### config.mk
export PLATFORM = sky130hd
export DESIGN_NAME = nearest_point_search_top
export DESIGN_NICKNAME = d
export VERILOG_FILES = /design/src/sv/nps_pkg.sv /design/src/sv/nps_front.sv /design/src/sv/nps_back.sv /design/src/sv/nearest_point_search_top.sv
export SDC_FILE = /design/constraint.sdc
export NUM_CORES = 2
export LEC_CHECK = 0
export BUFFER_PORTS_ARGS = -buffer_cell sky130_fd_sc_hd__buf_4
export CAP_MARGIN = 5
export CORE_UTILIZATION = 65
export CTS_BUF_LIST = sky130_fd_sc_hd__clkbuf_8
export CTS_CLUSTER_SIZE = 28
export DETAILED_ROUTE_END_ITERATION = 6
export PLACE_DENSITY = 0.81
export SYNTH_ARGS = -nofsm -noshare
export SYNTH_HDL_FRONTEND = slang
export SYNTH_HIERARCHICAL = 1
export SYNTH_SLANG_ARGS = --single-unit
### constraint.sdc
create_clock -name i_clk -period 9.4 [get_ports i_clk]
set_input_delay 0.47 -clock i_clk [delete_from_list [all_inputs] [get_ports i_clk]]
set_output_delay 0.47 -clock i_clk [all_outputs]
set_load 0.01 [all_outputs]
### src/sv/nps_pkg.sv
// nps_pkg: shared types and codes for the nearest point search block.
// No dependencies; imported by every other module of the block.

package nps_pkg;

    localparam int IDX_PORT_W  = 4;
    localparam int DIST_PORT_W = 34;

    localparam logic [1:0] OPC_ADD   = 2'd0;
    localparam logic [1:0] OPC_QUERY = 2'd1;
    localparam logic [1:0] OPC_CLEAR = 2'd2;

    localparam logic [1:0] ST_OK    = 2'd0;
    localparam logic [1:0] ST_FULL  = 2'd1;
    localparam logic [1:0] ST_EMPTY = 2'd2;

    typedef enum logic [1:0] {
        K_ADD,
        K_QUERY,
        K_CLEAR,
        K_NOP
    } t_op_kind;

    typedef struct packed {
        logic     valid;
        t_op_kind kind;
    } t_cmd;

    typedef enum logic [1:0] {
        S_IDLE,
        S_SCAN,
        S_DRAIN
    } t_state;

endpackage

### src/sv/nps_front.sv
// nps_front: accepts items, decodes the op code and holds them in a
// two-entry queue for the back end. Depends on nps_pkg.

module nps_front #(
    parameter int COORD_BITS = 16
) (
    input  logic                      i_clk,
    input  logic                      i_rst_n,
    input  logic                      i_start,
    output logic                      o_busy,
    input  logic [1:0]                i_op,
    input  logic [3*COORD_BITS-1:0]   i_data,
    output nps_pkg::t_cmd             o_cmd,
    output logic [3*COORD_BITS-1:0]   o_cmd_data,
    input  logic                      i_pop
);
    import nps_pkg::*;

    localparam int DEPTH = 2;

    t_op_kind                  r_q_kind [DEPTH];
    logic [3*COORD_BITS-1:0]   r_q_data [DEPTH];
    logic                      r_wr_ptr;
    logic                      r_rd_ptr;
    logic [1:0]                r_q_cnt;
    t_op_kind                  in_kind;
    logic                      push;
    logic                      pop;

    always_comb begin
        case (i_op)
            OPC_ADD:   in_kind = K_ADD;
            OPC_QUERY: in_kind = K_QUERY;
            OPC_CLEAR: in_kind = K_CLEAR;
            default:   in_kind = K_NOP;
        endcase
    end

    assign o_busy = (r_q_cnt == 2'(DEPTH));
    assign push   = i_start && !o_busy;
    assign pop    = i_pop && (r_q_cnt != 2'd0);

    assign o_cmd.valid = (r_q_cnt != 2'd0);
    assign o_cmd.kind  = r_q_kind[r_rd_ptr];
    assign o_cmd_data  = r_q_data[r_rd_ptr];

    always_ff @(posedge i_clk) begin
        if (push) begin
            r_q_kind[r_wr_ptr] <= in_kind;
            r_q_data[r_wr_ptr] <= i_data;
        end
    end

    always_ff @(posedge i_clk) begin
        if (!i_rst_n) begin
            r_wr_ptr <= 1'b0;
            r_rd_ptr <= 1'b0;
            r_q_cnt  <= 2'd0;
        end else begin
            if (push) begin
                r_wr_ptr <= ~r_wr_ptr;
            end
            if (pop) begin
                r_rd_ptr <= ~r_rd_ptr;
            end
            case ({push, pop})
                2'b10:   r_q_cnt <= r_q_cnt + 2'd1;
                2'b01:   r_q_cnt <= r_q_cnt - 2'd1;
                default: r_q_cnt <= r_q_cnt;
            endcase
        end
    end

endmodule

### src/sv/nps_back.sv
// nps_back: point table, add/clear handling and the pipelined linear scan
// for queries. Depends on nps_pkg; fed by nps_front.

module nps_back #(
    parameter int MAX_NODES  = 16,
    parameter int COORD_BITS = 16
) (
    input  logic                                 i_clk,
    input  logic                                 i_rst_n,
    input  nps_pkg::t_cmd                        i_cmd,
    input  logic [3*COORD_BITS-1:0]              i_cmd_data,
    output logic                                 o_pop,
    output logic                                 o_result_valid,
    output logic [nps_pkg::IDX_PORT_W-1:0]       o_nearest_index,
    output logic [nps_pkg::DIST_PORT_W-1:0]      o_nearest_dist_sq,
    output logic [1:0]                           o_status
);
    import nps_pkg::*;

    localparam int IDX_W  = (MAX_NODES > 1) ? $clog2(MAX_NODES) : 1;
    localparam int CNT_W  = $clog2(MAX_NODES + 1);
    localparam int CW     = COORD_BITS;
    localparam int SQ_W   = 2 * COORD_BITS;
    localparam int DIST_W = 2 * COORD_BITS + 2;

    logic [3*CW-1:0]         r_mem [MAX_NODES];

    t_state                  r_state;
    t_state                  n_state;
    logic [CNT_W-1:0]        r_count;
    logic [CNT_W-1:0]        cnt_m1;
    logic                    table_full;
    logic                    pop;
    logic                    issue;
    logic                    issue_last;
    logic [IDX_W-1:0]        r_rd_idx;
    logic [3*CW-1:0]         r_query;

    logic                    r_p1_v, r_p2_v, r_p3_v, r_p4_v;
    logic                    r_p1_last, r_p2_last, r_p3_last, r_p4_last;
    logic [IDX_W-1:0]        r_p1_idx, r_p2_idx, r_p3_idx, r_p4_idx;
    logic [3*CW-1:0]         r_rd_data;
    logic [CW-1:0]           r_abs_x, r_abs_y, r_abs_z;
    logic [SQ_W-1:0]         r_sq_x, r_sq_y, r_sq_z;
    logic [DIST_W-1:0]       r_sum;
    logic [DIST_W-1:0]       r_best_dist;
    logic [IDX_W-1:0]        r_best_idx;

    logic signed [CW:0]      diff_x, diff_y, diff_z;
    logic                    better;
    logic [DIST_W-1:0]       best_dist;
    logic [IDX_W-1:0]        best_idx;

    logic                    r_out_valid;
    logic [IDX_PORT_W-1:0]   r_out_idx;
    logic [DIST_PORT_W-1:0]  r_out_dist;
    logic [1:0]              r_out_status;

    function automatic logic signed [CW:0] axis_diff(input logic [CW-1:0] a,
                                                     input logic [CW-1:0] b);
        return $signed({a[CW-1], a}) - $signed({b[CW-1], b});
    endfunction

    function automatic logic [CW-1:0] axis_abs(input logic signed [CW:0] d);
        logic [CW:0] m;
        m = d[CW] ? -d : d;
        return m[CW-1:0];
    endfunction

    assign table_full = (r_count >= CNT_W'(MAX_NODES));
    assign cnt_m1     = r_count - CNT_W'(1);
    assign issue_last = (r_rd_idx == cnt_m1[IDX_W-1:0]);

    // next state
    always_comb begin
        n_state = r_state;
        case (r_state)
            S_IDLE: begin
                if (i_cmd.valid && i_cmd.kind == K_QUERY && r_count != '0) begin
                    n_state = S_SCAN;
                end
            end
            S_SCAN: begin
                if (issue_last) begin
                    n_state = S_DRAIN;
                end
            end
            S_DRAIN: begin
                if (r_p4_v && r_p4_last) begin
                    n_state = S_IDLE;
                end
            end
            default: n_state = S_IDLE;
        endcase
    end

    // control outputs
    always_comb begin
        pop   = 1'b0;
        issue = 1'b0;
        case (r_state)
            S_IDLE:  pop   = i_cmd.valid;
            S_SCAN:  issue = 1'b1;
            default: begin
                pop   = 1'b0;
                issue = 1'b0;
            end
        endcase
    end

    assign o_pop = pop;

    always_ff @(posedge i_clk) begin
        if (pop && i_cmd.kind == K_ADD && !table_full) begin
            r_mem[r_count[IDX_W-1:0]] <= i_cmd_data;
        end
        if (issue) begin
            r_rd_data <= r_mem[r_rd_idx];
        end
    end

    // scan datapath: read, difference, square, sum
    assign diff_x = axis_diff(r_rd_data[CW-1:0],      r_query[CW-1:0]);
    assign diff_y = axis_diff(r_rd_data[2*CW-1:CW],   r_query[2*CW-1:CW]);
    assign diff_z = axis_diff(r_rd_data[3*CW-1:2*CW], r_query[3*CW-1:2*CW]);

    always_ff @(posedge i_clk) begin
        r_p1_idx  <= r_rd_idx;
        r_p1_last <= issue_last;
        r_p2_idx  <= r_p1_idx;
        r_p2_last <= r_p1_last;
        r_abs_x   <= axis_abs(diff_x);
        r_abs_y   <= axis_abs(diff_y);
        r_abs_z   <= axis_abs(diff_z);
        r_p3_idx  <= r_p2_idx;
        r_p3_last <= r_p2_last;
        r_sq_x    <= SQ_W'(r_abs_x) * SQ_W'(r_abs_x);
        r_sq_y    <= SQ_W'(r_abs_y) * SQ_W'(r_abs_y);
        r_sq_z    <= SQ_W'(r_abs_z) * SQ_W'(r_abs_z);
        r_p4_idx  <= r_p3_idx;
        r_p4_last <= r_p3_last;
        r_sum     <= DIST_W'(r_sq_x) + DIST_W'(r_sq_y) + DIST_W'(r_sq_z);
    end

    // first index wins on a tie
    assign better    = (r_p4_idx == '0) || (r_sum < r_best_dist);
    assign best_dist = better ? r_sum : r_best_dist;
    assign best_idx  = better ? r_p4_idx : r_best_idx;

    always_ff @(posedge i_clk) begin
        if (r_p4_v) begin
            r_best_dist <= best_dist;
            r_best_idx  <= best_idx;
        end
        if (pop) begin
            r_query <= i_cmd_data;
        end
    end

    always_ff @(posedge i_clk) begin
        if (!i_rst_n) begin
            r_state      <= S_IDLE;
            r_count      <= '0;
            r_rd_idx     <= '0;
            r_p1_v       <= 1'b0;
            r_p2_v       <= 1'b0;
            r_p3_v       <= 1'b0;
            r_p4_v       <= 1'b0;
            r_out_valid  <= 1'b0;
            r_out_idx    <= '0;
            r_out_dist   <= '0;
            r_out_status <= ST_OK;
        end else begin
            r_state     <= n_state;
            r_p1_v      <= issue;
            r_p2_v      <= r_p1_v;
            r_p3_v      <= r_p2_v;
            r_p4_v      <= r_p3_v;
            r_out_valid <= 1'b0;
            if (issue) begin
                r_rd_idx <= r_rd_idx + IDX_W'(1);
            end
            if (pop) begin
                r_rd_idx     <= '0;
                r_out_idx    <= '0;
                r_out_dist   <= '0;
                r_out_status <= ST_OK;
                case (i_cmd.kind)
                    K_ADD: begin
                        r_out_valid <= 1'b1;
                        if (table_full) begin
                            r_out_status <= ST_FULL;
                        end else begin
                            r_out_idx <= IDX_PORT_W'(r_count[IDX_W-1:0]);
                            r_count   <= r_count + CNT_W'(1);
                        end
                    end
                    K_QUERY: begin
                        if (r_count == '0) begin
                            r_out_valid  <= 1'b1;
                            r_out_status <= ST_EMPTY;
                        end
                    end
                    K_CLEAR: begin
                        r_out_valid <= 1'b1;
                        r_count     <= '0;
                    end
                    default: r_out_valid <= 1'b1;
                endcase
            end
            if (r_p4_v && r_p4_last) begin
                r_out_valid  <= 1'b1;
                r_out_idx    <= IDX_PORT_W'(best_idx);
                r_out_dist   <= DIST_PORT_W'(best_dist);
                r_out_status <= ST_OK;
            end
        end
    end

    assign o_result_valid    = r_out_valid;
    assign o_nearest_index   = r_out_idx;
    assign o_nearest_dist_sq = r_out_dist;
    assign o_status          = r_out_status;

endmodule

### src/sv/nearest_point_search_top.sv
// nearest_point_search_top: add, clear and nearest point query over a table
// of MAX_NODES points. Add, clear, no-op and empty query pass through the queue register
// and then the result register. A query reads one point per cycle, then runs a three-stage
// difference/square/sum pipeline and the result register; results cannot be held off.
// Back end takes one add/clear/no-op per cycle while no query scan runs; a two-entry queue
// takes items meanwhile, busy when full. Sync active-low reset clears counts, state, outputs.

module nearest_point_search_top #(
    parameter int MAX_NODES  = 16,
    parameter int COORD_BITS = 16
) (
    input  logic                                 i_clk,
    input  logic                                 i_rst_n,
    input  logic                                 start,
    output logic                                 busy,
    input  logic [1:0]                           i_op,
    input  logic [COORD_BITS-1:0]                i_x_coord,
    input  logic [COORD_BITS-1:0]                i_y_coord,
    input  logic [COORD_BITS-1:0]                i_z_coord,
    output logic                                 o_result_valid,
    output logic [nps_pkg::IDX_PORT_W-1:0]       o_nearest_index,
    output logic [nps_pkg::DIST_PORT_W-1:0]      o_nearest_dist_sq,
    output logic [1:0]                           o_status
);
    import nps_pkg::*;

    t_cmd                      cmd;
    logic [3*COORD_BITS-1:0]   cmd_data;
    logic                      pop;

    nps_front #(
        .COORD_BITS (COORD_BITS)
    ) u_front (
        .i_clk      (i_clk),
        .i_rst_n    (i_rst_n),
        .i_start    (start),
        .o_busy     (busy),
        .i_op       (i_op),
        .i_data     ({i_z_coord, i_y_coord, i_x_coord}),
        .o_cmd      (cmd),
        .o_cmd_data (cmd_data),
        .i_pop      (pop)
    );

    nps_back #(
        .MAX_NODES  (MAX_NODES),
        .COORD_BITS (COORD_BITS)
    ) u_back (
        .i_clk             (i_clk),
        .i_rst_n           (i_rst_n),
        .i_cmd             (cmd),
        .i_cmd_data        (cmd_data),
        .o_pop             (pop),
        .o_result_valid    (o_result_valid),
        .o_nearest_index   (o_nearest_index),
        .o_nearest_dist_sq (o_nearest_dist_sq),
        .o_status          (o_status)
    );

endmodule
==> run_results.csv <==
group,metric,value,unit
global_route,gr-usage-all-layers,28.4,%
global_route,grt_start_max_net_pins,96,
global_route,met1_usage,38.2,%
sta,postLayoutSetupSlackWorst,2.24,ns
synth,yosys_warnings,6,
global_route,grt_pass1_vias,43320,
sta,setup-violations-final,0,
cts,cts-buffers-inserted,189,
sta,worst-slew-pin-transition,1.14,ns
global_route,grt_antenna_before_repair,2,
detailed_routing,routed_wire_length_per_instance,21.9,um
sta,rsz0062_at_grt,"no",
detailed_routing,avgViaCountPerCell,5.92,
synth,post_synthesis_sequential_area_ratio,49.8,%
cts,tritoncts,"done",
synth,synth_ff_type,"edfxtp_1",
flow_run,drv_cap,0,
finish,nets_finish,6357,
die,placement_rows,120,
synth,cell_area_synth,0.0707,mm2
synth,synth-edff-count,1002,
critical_path,cp_slowest_cell,"o41ai_1",
critical_path,cp_max_fo,18,
detailed_routing,route.vias.total,41000,
synth,netlist_instances,5127,
synth,post_synth_main_area_contributors,"edfxtp_1 43%, fa_1 15%, mux4_2 7.6%",
detailed_routing,postRouteAntennaNets,0,
sta,fin_crit,7.16,ns
synth,synth_area_per_cell,13.8,um2
sta,clock_skew,0.0681,ns
die,design.die.area,0.110,mm2
global_route,grt_first_pass_wirelength,239,mm
critical_path,max_stage_delay,0.56,ns
cts,number_of_clock_sinks_seen_by_cts,1258,
finish,layout-area-overhead-vs-synth,9.53,%
global_route,grtUsageMet2,47.3,%
detailed_routing,length_of_the_first_detailed_routing_pass_in_iterations,6,
sta,timing.final.max_slew_violations,0,
place,finalWeightedCongestion,0.893,
die,die_h,332,um
critical_path,cp.required,10.13,ns
min_path,hold_path.class,"register to register",
die,floorplan_core_area,0.108,mm2
sta,min_period_over_period,76.2,%
global_route,grt-busiest-layer,"met2",
critical_path,critical_path.endpoint_type,"register",
synth,yosysTopAreaCell,"edfxtp_1",
die,ioPinCount,95,
critical_path,criticalPathCategory,"register to register",
detailed_routing,remaining_drc_errors,0,
critical_path,cp_top_family,"adder cells",
place,dp_worst_setup_slack,2.32,ns
critical_path,cp_cell_sequence,"and2_1 -> fa_1 -> inv_1 -> fa_1 -> inv_1 -> fa_1 -> inv_1 -> fa_1 -> inv_1 -> fa_1 -> inv_1 -> fa_1 -> inv_1 -> ha_1 -> and3_1 -> a221o_1 -> a21oi_1 -> o2bb2ai_1 -> a211oi_1 -> a21oi_1 -> o41ai_1 -> o2111ai_1 -> a21oi_1 -> xnor2_1",
die,floorplan.initialDensity,65.8,%
global_route,total_grt_overflow,0,
synth,post_synth_num_cell_types,80,
outcome,run_status,"finished, final reports clean",
finish,drive_gt1_share,13.9,%
detailed_routing,total_wire_length,152,mm
sta,maxClockFrequency,0.140,GHz
sta,final_hold_viol_count,0,
cts,clk_transition_reported_paths,0.06,ns
critical_path,timing.critical_path.from_type,"register",
finish,layout_commonest_cell,"edfxtp_1",
cts,worst_skew_pair.late_latency,0.86,ns
critical_path,worst_ep_arrival_time,7.90,ns
cts,htreeDepth,4,
place,dp.final_hpwl,99.8,mm
critical_path,worst-path-buf-inv,6,
synth,asyncSetResetFlopFracSynth,0,%
synth,synth_top_area_share,42.6,%
global_route,globalRouteMet3Util,3.73,%
synth,synth-seq-cells,1258,
finish,final_cell_mix,"1002 x edfxtp_1, 909 x inv_1, 523 x fa_1, 422 x ha_1, 297 x nand2_1",
cts,post_cts_resize_count,0,
detailed_routing,drt_iter0_drc,3673,
sta,totalNegativeSetupSlack,0,ns
die,die-width,332,um
cts,clk_path_buf_depth,3,
finish,finish.utilization,72.0,%
cts,cts_root_buf,"clkbuf_8",
sta,timing.max_slew.rel_slack,23.7,%
place,port-buffer-count,94,
cell families after synthesis:
| family | Yosys count | share of synthesized area, % |
|---|---|---|
| DFF | 1258 | 49.8 |
| buffers and inverters | 1011 | 5.38 |
| adders and majority gates | 945 | 22.3 |
| and+or+nand+nor | 836 | 5.70 |
| AOI/OAI and AO/OA | 517 | 4.87 |
| muxes | 340 | 9.23 |
| xor gates and xnor gates | 219 | 2.71 |
| other | 1 | 0.00530 |
through the flow:
step	hold slack [ns]	area (um2)	cells
finish	0.320	77400	6926
global route	0.304	77400	6926
CTS	0.272	77400	6925
detailed placement	0.312	73000	6519
global placement	0.310	73000	6519
floorplan	0.310	70700	5129
area by class of cell:
cell class | instances | area [um2]
multi-input combinational | 2860 | 31800
fill | 6857 | 30100
clock buffer | 204 | 2810
sequential | 1258 | 35200
antenna | 1 | 2.50
inverter | 869 | 3260
tap | 1403 | 1760
timing repair buffer | 181 | 1500
clock inverter | 150 | 1070
layer usage:
metal / routed length (um) / share of wire (%)
met2: 75400 / 50
met1: 60300 / 40
met3: 10500 / 6.9
met4: 5720 / 3.8
met5: 0 / 0
worst reg2reg max path, cell delays in order, from the launching register on:
cell	delay [ns]
dfxtp_1	0.55
and2_1	0.32
fa_1	0.50
inv_1	0.05
fa_1	0.53
inv_1	0.05
fa_1	0.50
inv_1	0.06
fa_1	0.53
inv_1	0.05
fa_1	0.48
inv_1	0.05
fa_1	0.48
inv_1	0.05
ha_1	0.31
and3_1	0.23
a221o_1	0.39
a21oi_1	0.19
o2bb2ai_1	0.11
a211oi_1	0.36
a21oi_1	0.15
o41ai_1	0.56
o2111ai_1	0.22
a21oi_1	0.20
xnor2_1	0.13
flip-flops by register name, indices dropped and copies added (netlist names), 31 cells and up, named ones only:
| name | cells |
|---|---|
| u_back/r_best_dist | 34 |
| u_back/r_query | 48 |
| u_back/r_sq_z | 31 |
| u_back/r_sq_y | 31 |
| u_back/o_nearest_dist_sq | 34 |
| u_front/r_q_data | 96 |
| u_back/r_rd_data | 48 |
| u_back/r_sum | 34 |
| u_back/r_sq_x | 31 |
| u_back/r_mem | 768 |
repair_timing:
action,4_1_cts,5_1_grt
hold endpoints to repair,118,0
hold buffers,52,0
buffers inserted,0,0
synthesized netlist by cell type (72+ instances only):
cell type and count:
inv_1 866, edfxtp_1 1002, mux2_2 80, a21o_1 72
ha_1 422, clkbuf_1 122, dfxtp_1 256, xnor2_1 151
o21ai_0 85, nand2_1 297, fa_1 523, nor2_1 178
a21oi_1 143, and2_1 126, mux4_2 240
worst paths after layout:
kind                              startpoint                    endpoint  cells after the start  slack [ns]
hold reg to reg   u_back/r_p3_idx[2]$_DFF_P_  u_back/r_p4_idx[2]$_DFF_P_                      0        0.32
hold / removal    u_back/r_p3_idx[2]$_DFF_P_  u_back/r_p4_idx[2]$_DFF_P_                      0        0.32
setup reg to reg   u_back/r_abs_z[2]$_DFF_P_   u_back/r_sq_z[31]$_DFF_P_                     24        2.24
setup / recovery   u_back/r_abs_z[2]$_DFF_P_   u_back/r_sq_z[31]$_DFF_P_                     24        2.24
Power is left out: the tool's default activity adds up to more than one toggle a clock period on the data nets, which glitch-free logic cannot reach.
